==> src/design/deque_with_delete_by_value_top_defines.svh <==
// Assertion macros shared by the deque controller and datapath.
// Expects signals named clk and rst_n in the module that uses them.
`ifndef DEQUE_WITH_DELETE_BY_VALUE_TOP_DEFINES_SVH
`define DEQUE_WITH_DELETE_BY_VALUE_TOP_DEFINES_SVH

`ifndef SYNTHESIS

// Property holds at every clock edge outside reset.
`define DQDEL_ASSERT(lbl, prop, msg) \
    lbl: assert property (@(posedge clk) disable iff (!rst_n) (prop)) else $error(msg);

// When pre holds, post holds in the next cycle.
`define DQDEL_ASSERT_NEXT(lbl, pre, post, msg) \
    lbl: assert property (@(posedge clk) disable iff (!rst_n) (pre) |=> (post)) \
        else $error(msg);

`else

`define DQDEL_ASSERT(lbl, prop, msg)
`define DQDEL_ASSERT_NEXT(lbl, pre, post, msg)

`endif

`endif

==> src/design/dqdel_pkg.sv <==
// Shared types and constants of the deque with delete by value.
// No dependencies.
package dqdel_pkg;

    localparam int DEF_CAPACITY   = 16;
    localparam int DEF_DATA_WIDTH = 32;

    typedef enum logic [2:0] {
        CMD_PUSH_BACK    = 3'd0,
        CMD_POP_BACK     = 3'd1,
        CMD_INSERT_FRONT = 3'd2,
        CMD_TAKE_FRONT   = 3'd3,
        CMD_DELETE       = 3'd4,
        CMD_COUNT        = 3'd5
    } cmd_code_t;

    typedef enum logic [1:0] {
        ST_OK      = 2'd0,
        ST_EMPTY   = 2'd1,
        ST_FULL    = 2'd2,
        ST_NOMATCH = 2'd3
    } status_t;

    typedef struct packed {
        logic        [2:0]  cmd;
        logic signed [31:0] value;
    } in_item_t;

    typedef struct packed {
        logic signed [31:0] read_data;
        logic        [4:0]  item_count;
        logic        [1:0]  status;
    } out_item_t;

    typedef enum logic [3:0] {
        DP_NONE,
        DP_LOAD,
        DP_PUSH,
        DP_INSERT,
        DP_POP,
        DP_TAKE,
        DP_CAPTURE,
        DP_SRCH_START,
        DP_SRCH_NEXT,
        DP_SRCH_HOLD,
        DP_SHIFT_STEP,
        DP_SHIFT_LAST,
        DP_DEL_DONE,
        DP_FAIL
    } dp_op_t;

    typedef struct packed {
        dp_op_t  op;
        status_t code;
    } dp_ctrl_t;

    typedef struct packed {
        logic [2:0] cmd;
        logic       empty;
        logic       full;
        logic       match;
        logic       srch_last;
        logic       shift_last;
    } dp_stat_t;

    typedef enum logic [2:0] {
        S_IDLE,
        S_DISPATCH,
        S_RD_WAIT,
        S_SEARCH,
        S_SHIFT,
        S_RESP
    } ctrl_state_t;

endpackage

==> src/design/dqdel_ram.sv <==
// Generic single-write, single-read RAM with registered read data.
// No dependencies.
module dqdel_ram #(
    parameter int WIDTH = 32,
    parameter int DEPTH = 16
) (
    input  logic                     clk,
    input  logic                     we,
    input  logic [$clog2(DEPTH)-1:0] waddr,
    input  logic [WIDTH-1:0]         wdata,
    input  logic                     re,
    input  logic [$clog2(DEPTH)-1:0] raddr,
    output logic [WIDTH-1:0]         rdata
);

    logic [WIDTH-1:0] mem [DEPTH];

    always_ff @(posedge clk)
    begin
        if (we)
        begin
            mem[waddr] <= wdata;
        end
        if (re)
        begin
            rdata <= mem[raddr];
        end
    end

endmodule

==> src/design/dqdel_ctrl.sv <==
// Command sequencer of the deque: decodes each item and steps the datapath.
// Depends on dqdel_pkg and the assertion macro header.
`include "deque_with_delete_by_value_top_defines.svh"

module dqdel_ctrl
    import dqdel_pkg::*;
(
    input  logic     clk,
    input  logic     rst_n,
    input  logic     start,
    output logic     busy,
    output logic     done,
    input  dp_stat_t stat,
    output dp_ctrl_t ctrl
);

    ctrl_state_t state_reg;
    ctrl_state_t state_next;

    always_ff @(posedge clk or negedge rst_n)
    begin
        if (!rst_n)
        begin
            state_reg <= S_IDLE;
        end
        else
        begin
            state_reg <= state_next;
        end
    end

    always_comb
    begin
        state_next = state_reg;
        ctrl.op    = DP_NONE;
        ctrl.code  = ST_OK;
        busy       = 1'b1;
        done       = 1'b0;
        unique case (state_reg)
            S_IDLE, S_RESP:
            begin
                busy = 1'b0;
                done = (state_reg == S_RESP);
                if (start)
                begin
                    ctrl.op    = DP_LOAD;
                    state_next = S_DISPATCH;
                end
                else
                begin
                    state_next = S_IDLE;
                end
            end
            S_DISPATCH:
            begin
                state_next = S_RESP;
                unique case (stat.cmd)
                    CMD_PUSH_BACK, CMD_INSERT_FRONT:
                    begin
                        if (stat.full)
                        begin
                            ctrl.op   = DP_FAIL;
                            ctrl.code = ST_FULL;
                        end
                        else
                        begin
                            ctrl.op = (stat.cmd == CMD_PUSH_BACK) ? DP_PUSH : DP_INSERT;
                        end
                    end
                    CMD_POP_BACK, CMD_TAKE_FRONT:
                    begin
                        if (stat.empty)
                        begin
                            ctrl.op   = DP_FAIL;
                            ctrl.code = ST_EMPTY;
                        end
                        else
                        begin
                            ctrl.op    = (stat.cmd == CMD_POP_BACK) ? DP_POP : DP_TAKE;
                            state_next = S_RD_WAIT;
                        end
                    end
                    CMD_DELETE:
                    begin
                        if (stat.empty)
                        begin
                            ctrl.op   = DP_FAIL;
                            ctrl.code = ST_NOMATCH;
                        end
                        else
                        begin
                            ctrl.op    = DP_SRCH_START;
                            state_next = S_SEARCH;
                        end
                    end
                    default:
                    begin
                        ctrl.op = DP_NONE;
                    end
                endcase
            end
            S_RD_WAIT:
            begin
                ctrl.op    = DP_CAPTURE;
                state_next = S_RESP;
            end
            S_SEARCH:
            begin
                if (stat.match)
                begin
                    if (stat.srch_last)
                    begin
                        ctrl.op    = DP_DEL_DONE;
                        state_next = S_RESP;
                    end
                    else
                    begin
                        ctrl.op    = DP_SRCH_HOLD;
                        state_next = S_SHIFT;
                    end
                end
                else if (stat.srch_last)
                begin
                    ctrl.op    = DP_FAIL;
                    ctrl.code  = ST_NOMATCH;
                    state_next = S_RESP;
                end
                else
                begin
                    ctrl.op = DP_SRCH_NEXT;
                end
            end
            S_SHIFT:
            begin
                if (stat.shift_last)
                begin
                    ctrl.op    = DP_SHIFT_LAST;
                    state_next = S_RESP;
                end
                else
                begin
                    ctrl.op = DP_SHIFT_STEP;
                end
            end
            default:
            begin
                state_next = S_IDLE;
            end
        endcase
    end

    `DQDEL_ASSERT_NEXT(a_done_single, done, !done, "result strobe lasted more than one cycle")
    `DQDEL_ASSERT_NEXT(a_accept_busy, start && !busy, busy, "not busy after accepting an item")
    `DQDEL_ASSERT_NEXT(a_shift_entry, state_reg != S_SEARCH && state_reg != S_SHIFT,
        state_reg != S_SHIFT, "compaction entered without a search match")

endmodule

==> src/design/dqdel_dp.sv <==
// Datapath of the deque: circular entry store, front index, count and result registers.
// Depends on dqdel_pkg, dqdel_ram and the assertion macro header.
`include "deque_with_delete_by_value_top_defines.svh"

module dqdel_dp
    import dqdel_pkg::*;
#(
    parameter int CAPACITY   = DEF_CAPACITY,
    parameter int DATA_WIDTH = DEF_DATA_WIDTH
) (
    input  logic      clk,
    input  logic      rst_n,
    input  in_item_t  request,
    input  dp_ctrl_t  ctrl,
    output dp_stat_t  stat,
    output out_item_t result
);

    localparam int IDX_W = $clog2(CAPACITY);
    localparam int CNT_W = $clog2(CAPACITY + 1);
    localparam int SUM_W = CNT_W + 1;

    logic [IDX_W-1:0]      front_reg;
    logic [CNT_W-1:0]      count_reg;
    logic [CNT_W-1:0]      idx_reg;
    logic [2:0]            cmd_reg;
    logic [DATA_WIDTH-1:0] word_reg;
    logic [31:0]           rd_reg;
    status_t               status_reg;

    logic [63:0]           value_ext;
    logic [DATA_WIDTH-1:0] word_in;
    logic [IDX_W-1:0]      front_dec;
    logic [CNT_W-1:0]      rd_off;
    logic                  re;
    logic                  we;
    logic [IDX_W-1:0]      waddr;
    logic [DATA_WIDTH-1:0] wdata;
    logic [DATA_WIDTH-1:0] rdata;

    // Position of the entry at a given offset from the front, wrapped once.
    function automatic logic [IDX_W-1:0] slot(input logic [IDX_W-1:0] front,
                                              input logic [CNT_W-1:0] off);
        logic [SUM_W-1:0] sum;
        sum = SUM_W'(front) + SUM_W'(off);
        if (sum >= SUM_W'(CAPACITY))
        begin
            sum = sum - SUM_W'(CAPACITY);
        end
        return sum[IDX_W-1:0];
    endfunction

    assign value_ext = {{32{request.value[31]}}, request.value};
    assign word_in   = value_ext[DATA_WIDTH-1:0];
    assign front_dec = (front_reg == '0) ? IDX_W'(CAPACITY - 1) : front_reg - IDX_W'(1);

    always_comb
    begin
        rd_off = '0;
        re     = 1'b1;
        case (ctrl.op) inside
            DP_POP:                     rd_off = count_reg - CNT_W'(1);
            DP_TAKE, DP_SRCH_START:     rd_off = '0;
            DP_SRCH_NEXT, DP_SRCH_HOLD: rd_off = idx_reg + CNT_W'(1);
            DP_SHIFT_STEP:              rd_off = idx_reg + CNT_W'(2);
            default:                    re = 1'b0;
        endcase
    end

    always_comb
    begin
        we    = 1'b1;
        waddr = slot(front_reg, idx_reg);
        wdata = rdata;
        case (ctrl.op) inside
            DP_PUSH:
            begin
                waddr = slot(front_reg, count_reg);
                wdata = word_reg;
            end
            DP_INSERT:
            begin
                waddr = front_dec;
                wdata = word_reg;
            end
            DP_SHIFT_STEP, DP_SHIFT_LAST:
            begin
                waddr = slot(front_reg, idx_reg);
                wdata = rdata;
            end
            default:
            begin
                we = 1'b0;
            end
        endcase
    end

    dqdel_ram #(
        .WIDTH(DATA_WIDTH),
        .DEPTH(CAPACITY)
    ) u_store (
        .clk  (clk),
        .we   (we),
        .waddr(waddr),
        .wdata(wdata),
        .re   (re),
        .raddr(slot(front_reg, rd_off)),
        .rdata(rdata)
    );

    always_ff @(posedge clk or negedge rst_n)
    begin
        if (!rst_n)
        begin
            front_reg <= '0;
            count_reg <= '0;
        end
        else
        begin
            case (ctrl.op) inside
                DP_PUSH:
                begin
                    count_reg <= count_reg + CNT_W'(1);
                end
                DP_INSERT:
                begin
                    front_reg <= front_dec;
                    count_reg <= count_reg + CNT_W'(1);
                end
                DP_TAKE:
                begin
                    front_reg <= slot(front_reg, CNT_W'(1));
                    count_reg <= count_reg - CNT_W'(1);
                end
                DP_POP, DP_SHIFT_LAST, DP_DEL_DONE:
                begin
                    count_reg <= count_reg - CNT_W'(1);
                end
                default:
                begin
                end
            endcase
        end
    end

    always_ff @(posedge clk)
    begin
        case (ctrl.op) inside
            DP_LOAD:
            begin
                cmd_reg    <= request.cmd;
                word_reg   <= word_in;
                rd_reg     <= '0;
                status_reg <= ST_OK;
            end
            DP_CAPTURE:
            begin
                // zero-extend a narrow entry, keep the low word of a wide one
                rd_reg <= 32'(64'(rdata));
            end
            DP_SRCH_START:
            begin
                idx_reg <= '0;
            end
            DP_SRCH_NEXT, DP_SHIFT_STEP:
            begin
                idx_reg <= idx_reg + CNT_W'(1);
            end
            DP_FAIL:
            begin
                status_reg <= ctrl.code;
            end
            default:
            begin
            end
        endcase
    end

    assign stat.cmd        = cmd_reg;
    assign stat.empty      = (count_reg == '0);
    assign stat.full       = (count_reg == CNT_W'(CAPACITY));
    assign stat.match      = (rdata == word_reg);
    assign stat.srch_last  = (SUM_W'(idx_reg) + SUM_W'(1)) >= SUM_W'(count_reg);
    assign stat.shift_last = (SUM_W'(idx_reg) + SUM_W'(2)) >= SUM_W'(count_reg);

    assign result.read_data  = rd_reg;
    assign result.item_count = 5'(count_reg);
    assign result.status     = status_reg;

    `DQDEL_ASSERT(a_count_bound, count_reg <= CNT_W'(CAPACITY), "entry count above capacity")
    `DQDEL_ASSERT_NEXT(a_push_count, ctrl.op == DP_PUSH || ctrl.op == DP_INSERT,
        count_reg == CNT_W'($past(count_reg) + 1'b1), "insertion did not raise the count")

endmodule

==> src/design/deque_with_delete_by_value_top.sv <==
// Bounded double-ended queue with delete by value: top level.
// A start with busy low is accepted; each item gives exactly one result, shown on result for
// one cycle while done is high, and it cannot be held off. Push, insert, count and any refused
// command pass through the dispatch state to the response state; pop and take also pass the
// read-wait state, for the registered read of the entry store. Delete walks the store one
// entry per cycle through its single read port. A new item may be accepted in the cycle in
// which done is high. No clearing pass runs after reset.
// Depends on dqdel_pkg, dqdel_ctrl and dqdel_dp.
module deque_with_delete_by_value_top
    import dqdel_pkg::*;
#(
    parameter int CAPACITY   = DEF_CAPACITY,
    parameter int DATA_WIDTH = DEF_DATA_WIDTH
) (
    input  logic      clk,
    input  logic      rst_n,
    input  logic      start,
    output logic      busy,
    input  in_item_t  request,
    output logic      done,
    output out_item_t result
);

    dp_ctrl_t ctrl;
    dp_stat_t stat;

    dqdel_ctrl u_ctrl (
        .clk  (clk),
        .rst_n(rst_n),
        .start(start),
        .busy (busy),
        .done (done),
        .stat (stat),
        .ctrl (ctrl)
    );

    dqdel_dp #(
        .CAPACITY  (CAPACITY),
        .DATA_WIDTH(DATA_WIDTH)
    ) u_dp (
        .clk    (clk),
        .rst_n  (rst_n),
        .request(request),
        .ctrl   (ctrl),
        .stat   (stat),
        .result (result)
    );

endmodule
==> config.mk <==
export PLATFORM = sky130hd
export DESIGN_NAME = deque_with_delete_by_value_top
export DESIGN_NICKNAME = d
export VERILOG_FILES = /design/src/design/dqdel_pkg.sv /design/src/design/dqdel_ram.sv /design/src/design/dqdel_ctrl.sv /design/src/design/dqdel_dp.sv /design/src/design/deque_with_delete_by_value_top.sv
export VERILOG_INCLUDE_DIRS = /design/src /design/src/design
export SDC_FILE = /design/constraint.sdc
export NUM_CORES = 1
export LEC_CHECK = 0
export ABC_AREA = 1
export BUFFER_PORTS_ARGS = -buffer_cell sky130_fd_sc_hd__clkbuf_2
export CAP_MARGIN = 10
export CORE_ASPECT_RATIO = 0.6
export CORE_MARGIN = 2
export CORE_UTILIZATION = 61
export CTS_BUF_LIST = sky130_fd_sc_hd__clkbuf_4 sky130_fd_sc_hd__clkbuf_8 sky130_fd_sc_hd__clkbuf_16
export CTS_CLUSTER_DIAMETER = 50
export DETAILED_ROUTE_END_ITERATION = 16
export PLACE_DENSITY = 0.85
export SLEW_MARGIN = 20
export SYNTH_ARGS = -nofsm -noshare
export SYNTH_HDL_FRONTEND = slang
export SYNTH_SLANG_ARGS = --single-unit
export TNS_END_PERCENT = 10
==> constraint.sdc <==
create_clock -name clk -period 7.2 [get_ports clk]
set_input_delay 2.16 -clock clk [delete_from_list [all_inputs] [get_ports clk]]
set_output_delay 2.16 -clock clk [all_outputs]
set_load 0.01 [all_outputs]
==> metrics.md <==
| Metric | Value |
|---|---|
| Post-route insts no fill | `2859` |
| H-tree depth | `2` |
| CTS sink count | `630` |
| Mapped Cells | `2161` |
| Number of synthesized flops with an enable pin | `584` |
| Clock-pin slew on the worst setup and hold paths | `70 ps` |
| Hold WS | `486 ps` |
| Core Area | `43000 um2` |
| Final Max Tran Viols | `0` |
| Worst hold path cell count | `2` |
| Main synth FF type | `edfxtp_1` |
| Critical path required time | `7630 ps` |
| Via count | `18000` |
| Vias in the first global route | `17400` |
| Iteration-0 DRC Markers | `2661` |
| Setup_tns | `0 ps` |
| Synthesized area | `26400 um2` |
| Arrival time worst endpoint | `6790 ps` |
| Tightest Hold Check Type | `reg -> reg` |
| Final period utilization | `88.4%` |
| Width of the die | `273 um` |
| Max Cap Violations | `0` |
| Worst-skew pair later-pin latency | `600 ps` |
| Critical R2R Capture | `u_dp.u_store.rdata[14]` |
| Placed cell area | `27700 um2` |
| First-pass DRT Iterations | `13` |
| Final Hold Vio Count | `0` |
| First-pass GRT wire length | `99300 um` |
| GRT overflow | `0` |
| Num ports | `79` |
| Setup CP Type | `reg -> reg` |
| Post-synthesis cell type count | `50` |
| Worst-margin pin slew | `1090 ps` |
| Syn nets | `2230` |
| Placed Instances | `2757` |
| Residual DRC | `0` |
| CP Max Fanout | `64` |
| All-Layer GR Usage | `29.3%` |
| CP Capture Type | `flip-flop` |
| Port Buffer Count | `78` |
| Met1 usage | `40.7%` |
| Max Freq | `0.157 GHz` |
| Antenna diodes | `0` |
| CTS Buf Count | `54` |
| Max reg flops | `512` |
| Average wire per standard cell | `23.0 um` |
| Yosys reg bits | `630` |
| Fraction of layout cells with a size suffix above 1 | `15.1%` |
| Die area | `45100 um2` |
| Detail Route Antenna Nets | `0` |
| Root buf cell | `clkbuf_16` |
| Post-CTS sizing | `0` |
| Post-CTS setup repair buffer count | `0` |
| R2r startpoint | `u_dp.u_store.rdata[9]` |
| HPWL after DPL | `36500 um` |
| Starting Density | `61.4%` |
| # nets final | `2304` |
| Final Cell Area | `29700 um2` |
| Fill cells | `2757` |
| Met2 Use GR | `45.6%` |
| Post-synthesis sequential area ratio | `70.0%` |
| Drt total wl | `65800 um` |
| Max Buffers Root-to-Sink | `3` |
| Hold endpoint | `u_dp.rd_reg[20]` |
| Gpl congestion | `0.944` |
| Fraction of registers with async set/reset | `1.90%` |
| CP Launch Type | `flip-flop` |
| Yosys warns | `0` |
| Largest net degree at the start of global routing | `105` |
| Die height | `165 um` |
| FF-to-FF path depth | `25` |
| Most Crowded Layer GR | `met2` |
| CTS tree | `done` |
| R2R Setup Slk | `840 ps` |
| Setup violations, final | `0` |
| Initial antenna violation count | `0` |
| Rows | `59` |
| Most flop-heavy register | `u_dp.u_store.mem` |
| RSZ-0062 raised after global routing | `no` |
| P&R area growth vs syn | `12.4%` |
| Status | `complete, no violations` |
| Hold wc startpoint | `u_dp.rd_reg[20]` |
| Met3 Use GR | `6.29%` |
| Avg Inst Size Synth | `12.2 um2` |
| Period minus WS final | `6360 ps` |
| Fin Clk Skew | `26.0 ps` |
| Vias/cell | `6.30` |
| Worst rel slew slack | `27.0%` |
| CTS Hold Bufs | `0` |
-- routing by layer --
metal / share of wire, % / routed length (um)
met5: 0 / 0
met4: 3.6 / 2350
met3: 13 / 8480
met2: 46 / 30000
met1: 38 / 25000
-- area by class of cell --
type | count | area [um2] | share of cell area, %
clock buffer | 75 | 1600 | 5.37
clock inverter | 26 | 374 | 1.26
multi-input combinational | 1270 | 7020 | 23.6
tap | 579 | 724 | 2.44
timing repair buffer | 141 | 958 | 3.23
sequential | 630 | 18500 | 62.3
inverter | 138 | 527 | 1.77
-- kinds of logic (layout without fill, tap and decap cells) --
| group | after synthesis | after routing | synth area share, % |
|---|---|---|---|
| fa+ha+maj | 31 | 31 | 1.55 |
| flops | 630 | 630 | 70.0 |
| xor+xnor | 44 | 44 | 1.46 |
| simple gates | 638 | 638 | 10.1 |
| compound gates | 557 | 557 | 12.8 |
| buf+inv | 261 | 380 | 4.02 |
-- Yosys cell counts, types with 6 or more instances --
library cell | instances | area (um2)
a21oi_1 | 107 | 536
buf_1 | 12 | 45.0
o21ai_0 | 274 | 1370
nor2_1 | 179 | 672
o21ai_2 | 33 | 289
nand3_1 | 29 | 145
ha_1 | 28 | 350
edfxtp_1 | 584 | 17500
nand2_1 | 370 | 1390
inv_1 | 129 | 484
xnor2_1 | 32 | 280
inv_2 | 9 | 33.8
clkbuf_1 | 98 | 368
a32oi_1 | 32 | 280
xor2_1 | 12 | 105
o22ai_1 | 33 | 206
nand4_1 | 8 | 50.1
o221ai_1 | 34 | 298
dfxtp_1 | 34 | 681
nor2_4 | 6 | 67.6
nand2_2 | 18 | 113
a32o_1 | 32 | 320
dfrtp_1 | 12 | 300
-- per-stage QoR --
step | util (%) | worst slack (ps)
floorplan | - | 2070
finish | 69.0 | 835
detailed placement | 64.4 | 1030
global placement | 64.4 | 1240
CTS | 69.0 | 935
global route | 69.0 | 482
-- worst max path at each step --
stage | startpoint | endpoint | slack (ps) | cells past startpoint
final | u_dp.u_store.rdata[9] | u_dp.u_store.rdata[14] | 840 | 25
after global routing | u_dp.u_store.rdata[8] | u_dp.u_store.rdata[29] | 480 | 26
after CTS | u_dp.u_store.rdata[9] | u_dp.u_store.rdata[29] | 930 | 24
after detailed placement | u_dp.u_store.rdata[9] | u_dp.u_store.rdata[29] | 1030 | 24
after global placement | u_dp.u_store.rdata[9] | u_dp.u_store.rdata[19] | 1240 | 25
after floorplan | start | u_dp.u_store.rdata[0] | 2070 | 19
-- placed cells by master, fill, tap and decap left out, drive strengths merged, types with 2 or more instances in the layout --
| cell | instances |
|---|---|
| inv | 140 |
| dfxtp | 34 |
| or2 | 5 |
| or3 | 2 |
| ha | 28 |
| o21ai | 312 |
| clkbuf | 153 |
| nand4 | 10 |
| nand3 | 33 |
| nor4 | 2 |
| fa | 3 |
| nor3 | 5 |
| edfxtp | 584 |
| nor2 | 187 |
| o211ai | 2 |
| nand2 | 391 |
| a32oi | 32 |
| dfrtp | 12 |
| a32o | 32 |
| a21oi | 108 |
| bufinv | 9 |
| xnor2 | 32 |
| buf | 63 |
| o22ai | 33 |
| o221ai | 34 |
| xor2 | 12 |
| clkinv | 14 |
-- critical path, stage by stage (launching register included) --
cell and delay (ps):
edfxtp_1 460, xor2_1 200, or3_1 310, nor4_1 820
nand4_1 440, ha_1 440, inv_1 40, nand2_1 50
nand3_1 70, nor2_1 120, nand2_2 120, inv_1 110
nand2_2 70, nor2_4 140, inv_1 70, o21ai_0 280
ha_4 180, inv_1 50, fa_2 570, buf_4 650
o21ai_0 270, o22ai_1 270, nand2_1 100, o21ai_0 110
nand2_1 100, o21ai_2 90
Power is left out: the tool's default activity adds up to more than one toggle a clock period on the data nets, which glitch-free logic cannot reach.
